**config.mk**
```make
export PLATFORM = sky130hd
export DESIGN_NAME = femt_cell
export DESIGN_NICKNAME = d
export VERILOG_FILES = /design/src/hdl/femt_pkg.sv /design/src/hdl/femt_cell.sv
export SDC_FILE = /design/constraint.sdc
export NUM_CORES = 1
export LEC_CHECK = 0
export ABC_AREA = 1
export BUFFER_PORTS_ARGS = -buffer_cell sky130_fd_sc_hd__buf_2
export CAP_MARGIN = 20
export CORE_AREA = 3 3 191 193
export DETAILED_ROUTE_END_ITERATION = 7
export DIE_AREA = 0 0 194 196
export SETUP_SLACK_MARGIN = 0.15
export SLEW_MARGIN = 15
export SYNTH_ARGS = -nofsm -noshare
export SYNTH_HDL_FRONTEND = slang
export SYNTH_SLANG_ARGS = --single-unit
```
**constraint.sdc**
```tcl
create_clock -name clk -period 5.3 [get_ports clk]
set_input_delay 0.265 -clock clk [delete_from_list [all_inputs] [get_ports clk]]
set_output_delay 0.265 -clock clk [all_outputs]
set_load 0.1 [all_outputs]
```
**src/hdl/femt_pkg.sv**
```systemverilog
package femt_pkg;

    localparam int TOKEN_W = 160;
    localparam int COUNT_W = 9;

    localparam logic CMD_INSERT  = 1'b0;
    localparam logic CMD_CONSUME = 1'b1;

    typedef logic [TOKEN_W-1:0] token_t;

    typedef struct packed {
        logic ins;
        logic full;
        logic cmp;
        logic del;
    } cell_ctrl_t;

endpackage

```
**src/hdl/femt_cell.sv**
```systemverilog
module femt_cell
(
    input  logic                clk,
    input  logic                rst_n,
    input  femt_pkg::cell_ctrl_t ctrl,
    input  femt_pkg::token_t    token,
    input  logic                take,
    input  logic                prev_valid,
    input  logic                next_valid,
    input  femt_pkg::token_t    next_data,
    output femt_pkg::token_t    data,
    output logic                valid,
    output logic                match
);

    femt_pkg::token_t data_reg;
    femt_pkg::token_t data_next;
    logic             valid_reg;
    logic             valid_next;
    logic             match_reg;
    logic             match_next;
    logic             shift;
    logic             fill;

    always_comb
    begin
        shift      = (ctrl.ins && ctrl.full) || (ctrl.del && take);
        fill       = ctrl.ins && !ctrl.full && !valid_reg && prev_valid;
        data_next  = data_reg;
        valid_next = valid_reg;
        if (shift)
        begin
            data_next  = next_data;
            valid_next = next_valid;
        end
        else if (fill)
        begin
            data_next  = token;
            valid_next = 1'b1;
        end
        match_next = ctrl.cmp ? (valid_reg && (data_reg == token)) : match_reg;
    end

    always_ff @(posedge clk or negedge rst_n)
    begin
        if (!rst_n)
        begin
            valid_reg <= 1'b0;
            match_reg <= 1'b0;
        end
        else
        begin
            valid_reg <= valid_next;
            match_reg <= match_next;
        end
    end

    always_ff @(posedge clk)
    begin
        data_reg <= data_next;
    end

    assign data  = data_reg;
    assign valid = valid_reg;
    assign match = match_reg;

endmodule

```
==> flow_summary_export.csv <==
group,metric,value,unit
outcome,status,"finished clean",
place,io_buffers,490,
power_and_ir_drop,combPwrFrac,0.357,
finish,finalNetCount,2087,
worst_setup_path,worst-path-max-fanout,84,
route,ant_nets,0,
worst_setup_path,reg2reg_slack,3.01,ns
worst_setup_path,worst-r2r-cell-count,6,
synthesis,synth.ff_latch_count,162,
sta,fmax,437,MHz
floorplan,io_pins,491,
worst_setup_path,worst_path_max_delay_cell,"inv_6",
clock_tree,path_clk_slew,0.07,ns
place,dp_hpwl,27.6,mm
floorplan,die_h,196,um
worst_setup_path,cp.arrival,2.36,ns
place,placed_area,0.0125,mm2
synthesis,synth.area.top_cells,"edfxtp_1 50%, nand2_1 23%, inv_1 8.7%, o21ai_0 6.2%, xnor2_1 3.9%",
global_route,globalRouteTotalUtil,0.175,
sta,period_needed,2.29,ns
sta,rsz0062_at_grt,"no",
clock_tree,cts_resized,0,
synthesis,synth_xor_xnor_area_share,0.0503,
route,drtPass1Iterations,5,
sta,hold_ws,0.0820,ns
finish,design_area,0.0130,mm2
synthesis,synthCells,1279,
floorplan,placementRows,68,
finish,layout_common_cells,"581 x nand2_1, 490 x buf_2, 220 x inv_1, 160 x edfxtp_1, 119 x o21ai_0",
route,vias,9657,
sta,hold_viol_final,0,
sta,worst_pin_slew,0.962,ns
worst_setup_path,path_depth,6,
global_route,grt_overflow,0,
power_and_ir_drop,swShare,0.428,
floorplan,die_w,194,um
worst_setup_path,crit_top_cell,"nor2_1",
worst_setup_path,critPathCaptureType,"register",
clock_tree,clk_latency,0.44,ns
power_and_ir_drop,p_per_area,338,mW/mm2
global_route,grt_max_degree,104,
synthesis,syn_nets,1608,
synthesis,yosys.area_share.simple,0.271,
synthesis,syn_area,0.00958,mm2
synthesis,syn_avg_cell_area,7.49,um2
worst_setup_path,critPathKind,"reg2reg",
synthesis,synth_top_family_by_area,"simple AND/OR/NAND/NOR gates",
finish,largest_reg_flops,160,
clock_tree,clock_sinks,162,
clock_tree,cts-buffers-inserted,17,
route,wl_per_cell,15.5,um
route,wl,34.5,mm
global_route,grt_pass1_vias,9481,
synthesis,yosys_warnings,0,
synthesis,synth_top_area_frac,0.501,
floorplan,core,0.0347,mm2
power_and_ir_drop,p_sw,1.88,mW
power_and_ir_drop,p_int,2.52,mW
finish,final_common_cell,"nand2_1",
synthesis,synth_compound_area_frac,0.0657,
worst_setup_path,timing.rr.end,"data[0]",
worst_setup_path,crit_start,"valid",
power_and_ir_drop,leakage,6.89,nW
worst_hold_path,min_path_cells,4,
worst_setup_path,cp.required,5.37,ns
clock_tree,clk_path_buf_depth,2,
finish,post-route-util,0.375,
worst_setup_path,crit_path_start_kind,"register",
worst_setup_path,path_buf_inv,3,
sta,setup_violations,0,
sta,fin_crit_sh,0.431,
clock_tree,cts_root_buf,"clkbuf_16",
synthesis,ys_seq_area_frac,0.507,
global_route,antenna_found_initial,9,
sta,tns,0,ns
floorplan,initial_core_util,0.276,
route,via_per_inst,4.33,
synthesis,synthMuxAreaShare,0,
sta,maxSlewViolCount,0,
worst_hold_path,hp-class,"in2reg",
power_and_ir_drop,clockPowerShare,0.263,
power_and_ir_drop,pwr-share-seq,0.379,
power_and_ir_drop,peakVddDrop,0.000221,V
route,drtIter0Drc,425,
sta,slew-limit-headroom,0.359,
floorplan,die_area,0.0380,mm2
finish,drive_above_1_share,0.299,
worst_setup_path,r2r_start,"valid",
global_route,grt_first_pass_wirelength,52.2,mm
worst_setup_path,max_stage_delay,0.59,ns
worst_setup_path,cp-endpoint,"data[0]",
run,max-cap-violations,0,
synthesis,synth_top_cell_by_area,"edfxtp_1",
clock_tree,cts.htree.levels,4,
finish,n_fill_cell,3708,
clock_tree,tritoncts,"built",
synthesis,synthAdderAreaFrac,0,
place,globalplace.congestion,0.876,
worst_setup_path,path_cells,"inv_1 -> nand3_1 -> nor2_1 -> nor2_1 -> inv_6 -> buf_12",
worst_setup_path,path_delay_family,"buffers and inverters",
route,drc,0,
finish,area_growth,35.9,%
synthesis,synth.distinct_cells,20,
sta,skew,0.0130,ns
## power groups by stage
stage	logic (mW)	clock network, mW	registers [mW]
finish	1.57	1.16	1.67
global route	1.67	1.24	1.69
CTS	1.59	1.20	1.67
detailed placement	1.58	0	1.69
global placement	1.57	0	1.69
floorplan	0.360	0	2.54
## cell families (layout without fill, tap and decap cells)
| group | count (synthesis) | count (layout) |
|---|---|---|
| other cells | 0 | 2 |
| flops | 162 | 162 |
| simple gates | 678 | 678 |
| buf+inv | 259 | 751 |
| xor+xnor | 55 | 55 |
| compound gates | 125 | 125 |
## worst min path at each step
stage / from / to / slack [ns]
3_3_place_gp: rst_n / valid / 0.06
4_1_cts: ctrl[1] / match / 0.05
2_1_floorplan: rst_n / match / -0.03
5_1_grt: next_data[139] / data[139] / 0.08
6_report: ctrl[1] / match / 0.08
3_5_place_dp: rst_n / valid / 0.05
## worst reg2reg max path, cell delays in order (launching register included)
cell	delay (ns)
dfrtp_1	0.40
inv_1	0.09
nand3_1	0.07
nor2_1	0.09
nor2_1	0.09
inv_6	0.59
buf_12	0.43
## synthesized netlist by cell type
master	count
nand2_2	1
o22ai_1	3
dfrtp_1	2
inv_1	222
nand2_1	582
nand4_1	13
inv_2	2
edfxtp_1	160
o21ai_0	119
clkbuf_1	9
buf_2	22
nor3_2	1
buf_4	4
xnor2_1	43
o21ai_1	2
xor2_1	12
nor2_2	1
nor2_1	70
a21oi_1	1
nand3_1	10
## routing by layer
layer / routed length [um] / GRT usage / up-vias
met1: 13600 / 0.203 / 4304
met2: 16700 / 0.301 / 414
met3: 3190 / 0.0606 / 49
li1: - / - / 4882
met4: 948 / 0.0641 / 8
met5: 66 / 0 / -
## cell type report
class,count,area (um2),area share
sequential,162,4850,0.373
multi-input combinational,858,3720,0.286
timing repair buffer,495,2500,0.192
inverter,224,846,0.0649
tap,455,569,0.0437
clock buffer,23,468,0.0359
clock inverter,9,58.8,0.00451
antenna,2,5.00,0.000384
## timing repair
action	CTS	global route
buffers inserted	0	0
hold buffers	1	0
endpoints found under the hold margin	2	0
## metrics by stage
stage	total power [mW]	setup slack, ns	std cells
2_1_floorplan	2.90	0.574	1279
3_3_place_gp	3.26	2.53	2193
3_5_place_dp	3.28	2.56	2193
4_1_cts	4.45	3.01	2226
5_1_grt	4.60	2.85	2228
6_report	4.40	3.01	2228
No activity file was read; power rests on OpenSTA's default activity.
