===== config.mk =====
export PLATFORM = sky130hd
export DESIGN_NAME = femt_prefix_or
export DESIGN_NICKNAME = d
export VERILOG_FILES = /design/src/hdl/femt_prefix_or.sv
export SDC_FILE = /design/constraint.sdc
export NUM_CORES = 1
export LEC_CHECK = 0
export ABC_CLOCK_PERIOD_IN_PS = 3910
export BUFFER_PORTS_ARGS = -buffer_cell sky130_fd_sc_hd__buf_2
export CAP_MARGIN = 40
export CORE_AREA = 2 2 201 203
export DETAILED_ROUTE_END_ITERATION = 10
export DIE_AREA = 0 0 203 205
export GPL_TIMING_DRIVEN = 0
export SLEW_MARGIN = 20
export SYNTH_ARGS = -nofsm -noshare
export SYNTH_HDL_FRONTEND = slang
export SYNTH_SLANG_ARGS = --single-unit
export TNS_END_PERCENT = 10

===== constraint.sdc =====
create_clock -name vclk -period 3.91
set_input_delay 0.782 -clock vclk [all_inputs]
set_output_delay 0.782 -clock vclk [all_outputs]
set_load 0.02 [all_outputs]

===== src/hdl/femt_prefix_or.sv =====
module femt_prefix_or
#(
    parameter int WIDTH = 256
)
(
    input  logic [WIDTH-1:0] bits,
    output logic [WIDTH-1:0] incl
);

    localparam int LEVELS = (WIDTH > 1) ? $clog2(WIDTH) : 1;

    logic [WIDTH-1:0] lvl [LEVELS+1];

    assign lvl[0] = bits;

    for (genvar k = 0; k < LEVELS; k++)
    begin : g_level
        for (genvar i = 0; i < WIDTH; i++)
        begin : g_bit
            if (i >= (1 << k))
            begin : g_or
                assign lvl[k+1][i] = lvl[k][i] | lvl[k][i-(1 << k)];
            end
            else
            begin : g_pass
                assign lvl[k+1][i] = lvl[k][i];
            end
        end
    end

    assign incl = lvl[LEVELS];

endmodule


==> flow_summary_export.csv, run 1 <==
group,metric,value,unit
status,status,"finished with violations",
detailed_routing,drt_wl_total,57800,µm
critical_path,path_delay_family,"simple AND/OR/NAND/NOR gates",
power,seqPwrFrac,0,
place,hpwl,50600,µm
floorplanning,die_x,203,µm
global_route,globalRoute.totalOverflow,0,
synthesis,postSynthCellCount,880,
timing,worst_pin_slew,0.851,ns
power,max-vdd-ir-drop,0.0232,mV
floorplanning,die_area,41600,µm²
run,maxCapViolCount,0,
power,pwr-share-comb,1.000,
cells_and_area,syn_to_final_growth,120,%
critical_path,cp_common_cell,"nor4_4",
timing,layout_setup_ws,-0.283,ns
critical_path,crit_buf_inv,4,
power,p_per_area,46.1,nW/µm²
timing,slew_headroom,0.427,
synthesis,yosysWarnings,0,
cells_and_area,drive_above_1_share,0.554,
synthesis,ys_seq_area_frac,0,
synthesis,synth_top_area_share,0.137,
cells_and_area,final_area,10300,µm²
timing,fin_crit,4.19,ns
status,violations,"setup timing",
critical_path,crit_fanout,3,
critical_path,critPathCaptureType,"output pin",
cells_and_area,final_nets,1745,
floorplanning,core,39400,µm²
timing,final_hold_viol_count,0,
floorplanning,start_util,0.119,
synthesis,synthesis.area,4690,µm²
timing,fin_setup_tns,-7.17,ns
power,clockPowerShare,0,
cells_and_area,ff_latch_area,0,µm²
timing,finalCritPeriodShare,1.07,
floorplanning,fp.dieH,205,µm
synthesis,synth_top_area_cell,"nor4_1",
power,cellLeakagePower,0.00365,µW
synthesis,synth_common_cells,"nor2_1, nand2_1, nor4_1",
detailed_routing,avgViaCountPerCell,5.11,
detailed_routing,ant_nets,0,
cells_and_area,fin_util,0.262,
synthesis,synthesis.nets,1136,
global_route,grt_pass1_wl,77300,µm
detailed_routing,firstDrtPassIters,6,
detailed_routing,drc,0,
detailed_routing,post_drt_wl_per_cell,28.6,µm
synthesis,synth_cell_types,37,
timing,rsz0062_at_grt,"true",
place,gp_congestion,0.934,
timing,slew_viol_final,0,
global_route,grt_pass1_vias,10200,
timing,fmax,239,MHz
critical_path,worstSetupPathType,"primary input to output pin",
detailed_routing,first_iter_violations,780,
global_route,antenna_found_initial,9,
clock_network,cts_hold_buf,0,
critical_path,worst_path_max_delay_cell,"or4_4",
critical_path,path_cells,"buf_8, nor4_4, nand3_2, nor4_4, buf_4, nand2_4, nor3_4, inv_2, or4_4, or3_4, buf_6",
timing,setup_viol,66,
synthesis,synth.area.top_cells,"nor4_1, nor2_1, nand2_1",
power,p_sw,310,µW
detailed_routing,num_vias,10300,
cells_and_area,nClkBuffers,0,
place,dp_slack,-1.76,ns
critical_path,crit_required,3.13,ns
hold_path,hold_path.class,"primary input to output pin",
synthesis,yosysMostFrequentCell,"nor2_1",
floorplanning,rows,73,
place,placed_cell_area,8050,µm²
power,swShare,0.652,
cells_and_area,design.seq.count,0,
place,io_buffers,511,
power,finalPower,475,µW
floorplanning,ios,512,
critical_path,critical_path.startpoint_type,"primary input",
critical_path,worstPathArrival,3.41,ns
global_route,grt_max_degree,11,
global_route,track_usage,0.260,
synthesis,syn_avg_cell_area,5.33,µm²
power,intPower,165,µW
critical_path,cpPeakStageDelay,0.56,ns
-- cell type report --
| type | count | area [µm²] |
|---|---|---|
| antenna | 7 | 17.5 |
| buffer | 9 | 90.1 |
| fill | 4554 | 29100 |
| inverter | 41 | 158 |
| multi-input combinational | 830 | 5830 |
| tap | 525 | 657 |
| timing repair buffer | 607 | 3560 |
-- repair_timing --
item / CTS / global route
cloned: 2 / 0
endpoints found under the setup margin: 206 / 146
buffers inserted: 57 / 26
gates resized for setup: 248 / 83
pin swaps: 48 / 31
-- power groups by stage --
| stage | combinational [µW] | sequential (µW) | clock (µW) |
|---|---|---|---|
| after floorplan | 96.2 | 0 | 0 |
| after global placement | 387 | 0 | 0 |
| after detailed placement | 392 | 0 | 0 |
| after CTS | 443 | 0 | 0 |
| after global routing | 501 | 0 | 0.0000342 |
| final | 475 | 0 | 0.000240 |
-- routing by layer --
layer / GRT usage / vias up / share of wire
li1: - / 4627 / -
met1: 0.272 / 4960 / 0.35
met2: 0.516 / 636 / 0.53
met3: 0.0576 / 87 / 0.081
met4: 0.0699 / 6 / 0.035
met5: 0 / - / 0.00078
-- placed cells by master (no fill, tap or decap), drive strengths merged, types with 14 or more instances in the layout --
cell | netlist | routed
or2 | 19 | 19
nand2 | 143 | 143
nand3 | 98 | 98
or3 | 30 | 30
nor3 | 96 | 96
or4 | 19 | 19
and3 | 14 | 14
inv | 41 | 40
nor4 | 116 | 116
nand4 | 74 | 74
buf | 2 | 606
nor2 | 157 | 157
-- worst paths after layout --
path / start / endpoint / slack [ns] / cells past startpoint
max: bits[10] / incl[244] / -0.28 / 11
min: bits[0] / incl[0] / 1.88 / 3
-- stage by stage --
step / hold slack [ns] / instances
detailed placement: 1.89 / 1926
floorplan: 1.68 / 880
finish: 1.88 / 2019
global route: 1.90 / 2013
CTS: 1.89 / 1985
global placement: 1.89 / 1916
-- tightest hold or removal path, cell delays in order --
cell	delay [ns]
buf_8	0.08
buf_4	0.09
buf_2	0.14
-- cell families after synthesis --
kind of cell	share of synthesized area
buffers and inverters	0.0411
AND/OR/NAND/NOR	0.959
No activity file was read; power rests on OpenSTA's default activity.
==> run 2, diff against run 1 <==
--- a/config.mk
+++ b/config.mk
@@ -5,12 +5,13 @@
 export SDC_FILE = /design/constraint.sdc
 export NUM_CORES = 1
 export LEC_CHECK = 0
+export ABC_AREA = 1
 export ABC_CLOCK_PERIOD_IN_PS = 3910
 export BUFFER_PORTS_ARGS = -buffer_cell sky130_fd_sc_hd__buf_2
 export CAP_MARGIN = 40
-export CORE_AREA = 2 2 201 203
+export CORE_AREA = 2 2 196 198
 export DETAILED_ROUTE_END_ITERATION = 10
-export DIE_AREA = 0 0 203 205
+export DIE_AREA = 0 0 198 200
 export GPL_TIMING_DRIVEN = 0
 export SLEW_MARGIN = 20
 export SYNTH_ARGS = -nofsm -noshare
==> run 2 against run 1 <==
The flow now finishes without violations; wire length rose by 5.0%; first-iteration DRC count rose by 37%; combinational power fell by 7.2%; final area rose by 0.72%; worst hold slack improved by 0.029 ns; clock-buffer cell count did not move; synthesized cell count rose by 110%; cell count rose by 43%; core utilization rose by 1.6 points; critical path type unchanged; largest cell class unchanged.
==> flow_summary_export.csv, run 2 <==
group,metric,value,unit
cells_and_area,drive_above_1_share,0.241,
critical_path,crit_required,3.13,ns
detailed_routing,drt_wl_total,60700,µm
cells_and_area,ff_latch_area,0,µm²
synthesis,synthesis.nets,2103,
global_route,globalRoute.totalOverflow,0,
power,cellLeakagePower,0.00325,µW
clock_network,post_cts_buffers,0,
synthesis,yosysWarnings,0,
run,maxCapViolCount,0,
clock_network,cts_hold_buf,0,
critical_path,critical_path.startpoint_type,"primary input",
power,pwr-share-comb,1.000,
detailed_routing,dr_wl_met3,5710,µm
hold_path,hold_depth,4,
cells_and_area,final_nets,2617,
floorplanning,fp.dieH,200,µm
critical_path,path_depth,10,
cells_and_area,final_cell_mix,"nor2_1, nand2_1, buf_2, inv_1, nand2_2",
floorplanning,ios,512,
cells_and_area,syn_to_final_growth,45.0,%
critical_path,critPathCaptureType,"output pin",
power,finalPower,441,µW
cells_and_area,layout_commonest_cell,"nor2_1",
clock_network,post_cts_resized,0,
timing,setup_viol,0,
critical_path,path_delay_family,"simple AND/OR/NAND/NOR gates",
global_route,antenna_found_initial,21,
global_route,grt_pass1_vias,12700,
detailed_routing,avgViaCountPerCell,4.57,
detailed_routing,ant_nets,0,
timing,fmax,287,MHz
floorplanning,die_x,198,µm
status,status,"finished clean",
floorplanning,rows,71,
detailed_routing,num_vias,13200,
cells_and_area,nClkBuffers,0,
global_route,grt_pass1_wl,83100,µm
power,intPower,144,µW
synthesis,syn_avg_cell_area,3.88,µm²
critical_path,worstPathArrival,2.71,ns
synthesis,synth_top_area_cell,"nor2_1",
floorplanning,core,37400,µm²
detailed_routing,top_layer,"met5",
detailed_routing,first_iter_violations,1070,
timing,fin_crit,3.49,ns
floorplanning,die_area,39600,µm²
critical_path,cpPeakStageDelay,0.40,ns
timing,final_hold_viol_count,0,
detailed_routing,post_drt_wl_per_cell,21.1,µm
timing,slew_viol_final,0,
critical_path,path_cells,"buf_2, nor2_1, nand2_1, nor2_1, nand2_1, nor2_1, nand2_1, nor2_1, nand2_1, buf_2",
synthesis,yosysMostFrequentCell,"nor2_1",
critical_path,crit_fanout,3,
detailed_routing,met1_length,23500,µm
global_route,track_usage,0.294,
power,max-vdd-ir-drop,0.0380,mV
critical_path,worst_path_max_delay_cell,"nor2_1",
timing,worst_pin_slew,0.537,ns
power,p_per_area,42.4,nW/µm²
synthesis,synth.area.top_cells,"nor2_1, nand2_1, inv_1",
place,hpwl,57700,µm
timing,fin_setup_tns,0,ns
power,swShare,0.673,
power,p_sw,296,µW
power,seqPwrFrac,0,
hold_path,hold_path.class,"primary input to output pin",
timing,finalCritPeriodShare,0.892,
synthesis,synthesis.area,7160,µm²
floorplanning,start_util,0.191,
place,gp_congestion,1.07,
critical_path,worstSetupPathType,"primary input to output pin",
critical_path,crit_buf_inv,2,
place,io_buffers,512,
synthesis,synth_cell_types,9,
power,clockPowerShare,0,
synthesis,ys_seq_area_frac,0,
synthesis,synth_top_area_share,0.449,
cells_and_area,design.seq.count,0,
timing,slew_headroom,0.641,
detailed_routing,firstDrtPassIters,5,
detailed_routing,drc,0,
synthesis,synth_common_cells,"nor2_1, nand2_1, inv_1",
detailed_routing,routed-wl-met2,28500,µm
timing,rsz0062_at_grt,"false",
synthesis,postSynthCellCount,1847,
global_route,grt_max_degree,6,
run 2: power groups by stage:
stage                     clock [µW]  sequential, µW  combinational [µW]
after floorplan                    0               0                 140
after global placement             0               0                 441
after detailed placement           0               0                 442
after CTS                          0               0                 443
after global routing        0.000171               0                 471
final                       0.000309               0                 441
run 2: layer usage:
metal / up-vias / track usage
met4: 26 / 0.116
met2: 705 / 0.525
met5: - / 0
li1: 6447 / -
met1: 5858 / 0.340
met3: 125 / 0.0680
run 2: worst paths after layout:
kind / slack [ns] / from / to
worst min-delay path: 1.91 / bits[1] / incl[1]
worst max-delay path: 0.42 / bits[72] / incl[151]
run 2: cell type report:
cell class	count	area (µm²)
multi-input combinational	1679	6520
buffer	1	7.51
fill	4848	27000
tap	511	639
inverter	167	627
antenna	9	22.5
timing repair buffer	512	2560
run 2: logic make-up after synthesis:
logic type             synth area share
AND/OR/NAND/NOR                   0.911
buffers and inverters            0.0886
run 2: stage by stage:
stage	setup WS, ns	cells	hold slack, ns	instance area, µm²	utilization
5_1_grt	0.318	2875	1.95	10400	0.277
3_5_place_dp	0.517	2870	1.91	10400	0.277
2_1_floorplan	1.06	1847	1.68	7160	-
3_3_place_gp	0.476	2870	1.90	10400	0.277
6_report	0.421	2879	1.91	10400	0.278
4_1_cts	0.511	2870	1.91	10400	0.277
==> run 3, diff against run 2 <==
--- a/config.mk
+++ b/config.mk
@@ -6,13 +6,14 @@
 export NUM_CORES = 1
 export LEC_CHECK = 0
 export ABC_AREA = 1
-export ABC_CLOCK_PERIOD_IN_PS = 3910
+export ABC_CLOCK_PERIOD_IN_PS = 3400
 export BUFFER_PORTS_ARGS = -buffer_cell sky130_fd_sc_hd__buf_2
 export CAP_MARGIN = 40
 export CORE_AREA = 2 2 196 198
 export DETAILED_ROUTE_END_ITERATION = 10
 export DIE_AREA = 0 0 198 200
 export GPL_TIMING_DRIVEN = 0
+export RECOVER_POWER = 25
 export SLEW_MARGIN = 20
 export SYNTH_ARGS = -nofsm -noshare
 export SYNTH_HDL_FRONTEND = slang
==> constraint.sdc (replaced) <==
create_clock -name vclk -period 3.4
set_input_delay 0.68 -clock vclk [all_inputs]
set_output_delay 0.68 -clock vclk [all_outputs]
set_load 0.02 [all_outputs]
==> run 3 against run 2 <==
Largest power group unchanged; final area shrank 1.0%; first-iteration DRC count shrank 3.3%; global-route usage is the same; via count grew 0.42%; critical endpoint is now incl[157]; worst hold slack lost 0.17 ns; die area is the same; critical path depth is the same; non-clock buffer count is the same; wire length is essentially flat; clock-buffer cell count is the same; largest cell class unchanged; sequential share of layout area is the same; combinational power grew 14%.
==> flow_summary_export.csv, run 3 (synthesis results as in run 2) <==
group,metric,value,unit
timing,slew_headroom,0.644,
floorplanning,rows,71,
place,hpwl,57700,µm
floorplanning,fp.dieH,200,µm
cells_and_area,design.seq.count,0,
critical_path,critPathCaptureType,"output pin",
floorplanning,start_util,0.191,
timing,setup_viol,0,
floorplanning,die_area,39600,µm²
timing,final_hold_viol_count,0,
timing,worst_pin_slew,0.532,ns
cells_and_area,drive_above_1_share,0.219,
timing,finalCritPeriodShare,0.983,
global_route,track_usage,0.294,
detailed_routing,avgViaCountPerCell,4.59,
timing,fin_setup_tns,0,ns
cells_and_area,layout_commonest_cell,"nor2_1",
detailed_routing,firstDrtPassIters,5,
power,p_per_area,49.1,nW/µm²
floorplanning,ios,512,
power,swShare,0.673,
power,pwr-share-comb,1.000,
cells_and_area,final_nets,2617,
global_route,grt_pass1_vias,12700,
cells_and_area,fillerInstances,4872,
power,clockPowerShare,0,
critical_path,worstPathArrival,2.66,ns
global_route,grt_max_degree,6,
timing,fmax,299,MHz
cells_and_area,ff_latch_area,0,µm²
timing,rsz0062_at_grt,"false",
cells_and_area,nClkBuffers,0,
detailed_routing,ant_nets,0,
cells_and_area,final_cell_mix,"nor2_1, nand2_1, buf_2, inv_1, clkbuf_1",
clock_network,cts_hold_buf,0,
power,intPower,165,µW
critical_path,critical_path.startpoint_type,"primary input",
floorplanning,core,37400,µm²
timing,slew_viol_final,0,
detailed_routing,drc,0,
global_route,antenna_found_initial,21,
power,cellLeakagePower,0.00320,µW
hold_path,hold_path.class,"primary input to output pin",
critical_path,crit_fanout,5,
power,seqPwrFrac,0,
power,max-vdd-ir-drop,0.0437,mV
run,maxCapViolCount,0,
place,gp_congestion,1.07,
global_route,grt_pass1_wl,83100,µm
status,status,"finished clean",
cells_and_area,instances_no_fill,2881,
detailed_routing,drt_wl_total,60700,µm
cells_and_area,syn_to_final_growth,43.6,%
detailed_routing,num_vias,13200,
global_route,globalRoute.totalOverflow,0,
timing,fin_crit,3.34,ns
cells_and_area,multiInputGateArea,6450,µm²
power,p_sw,339,µW
clock_network,post_cts_buffers,0,
detailed_routing,post_drt_wl_per_cell,21.1,µm
place,io_buffers,512,
critical_path,worstSetupPathType,"primary input to output pin",
clock_network,post_cts_resized,0,
floorplanning,die_x,198,µm
detailed_routing,first_iter_violations,1035,
critical_path,crit_required,2.72,ns
place,post-place-cells,2870,
-- run 3: path summary, 6_finish.rpt --
kind                     from        end  slack, ns  cells after the start
worst min-delay path  bits[0]    incl[0]       1.74                      3
worst max-delay path  bits[0]  incl[157]       0.06                     10
-- run 3: through the flow --
step           hold slack, ns  power, µW   util  instance area (µm²)  setup slack, ns
2_1_floorplan            1.47        161      -                 7160            0.753
3_3_place_gp             1.70        507  0.277                10400            0.170
3_5_place_dp             1.71        508  0.277                10400            0.211
4_1_cts                  1.71        509  0.277                10400            0.205
5_1_grt                  1.77        540  0.274                10300           0.0119
6_report                 1.74        504  0.275                10300           0.0568
-- run 3: worst max-delay path: stages --
cell,delay [ns]
buf_2,0.10
nor2_1,0.32
nand2_4,0.18
nor2_1,0.14
nand2_1,0.17
nor2_4,0.24
nand2_1,0.31
nor2_2,0.27
nand2_1,0.07
buf_2,0.17
-- run 3: layer usage --
metal | up-vias | global-route usage | wire length, µm
li1 | 6452 | - | -
met1 | 5919 | 0.340 | 23300
met2 | 698 | 0.525 | 28500
met3 | 121 | 0.0680 | 6000
met4 | 26 | 0.116 | 2810
met5 | - | 0 | 161
-- run 3: area by class of cell --
| class | count | share of cell area |
|---|---|---|
| repair buffers | 512 | 0.245 |
| inverters | 167 | 0.0610 |
| diodes | 11 | 0.00268 |
| well taps | 511 | 0.0622 |
| multi-input cells | 1679 | 0.628 |
| plain buffers | 1 | 0.000730 |
-- run 3: power by group through the flow --
stage	Combinational [µW]	Sequential, µW	Clock, µW
2_1_floorplan	161	0	0
3_3_place_gp	507	0	0
3_5_place_dp	508	0	0
4_1_cts	509	0	0
5_1_grt	540	0	0.000197
6_report	504	0	0.000434
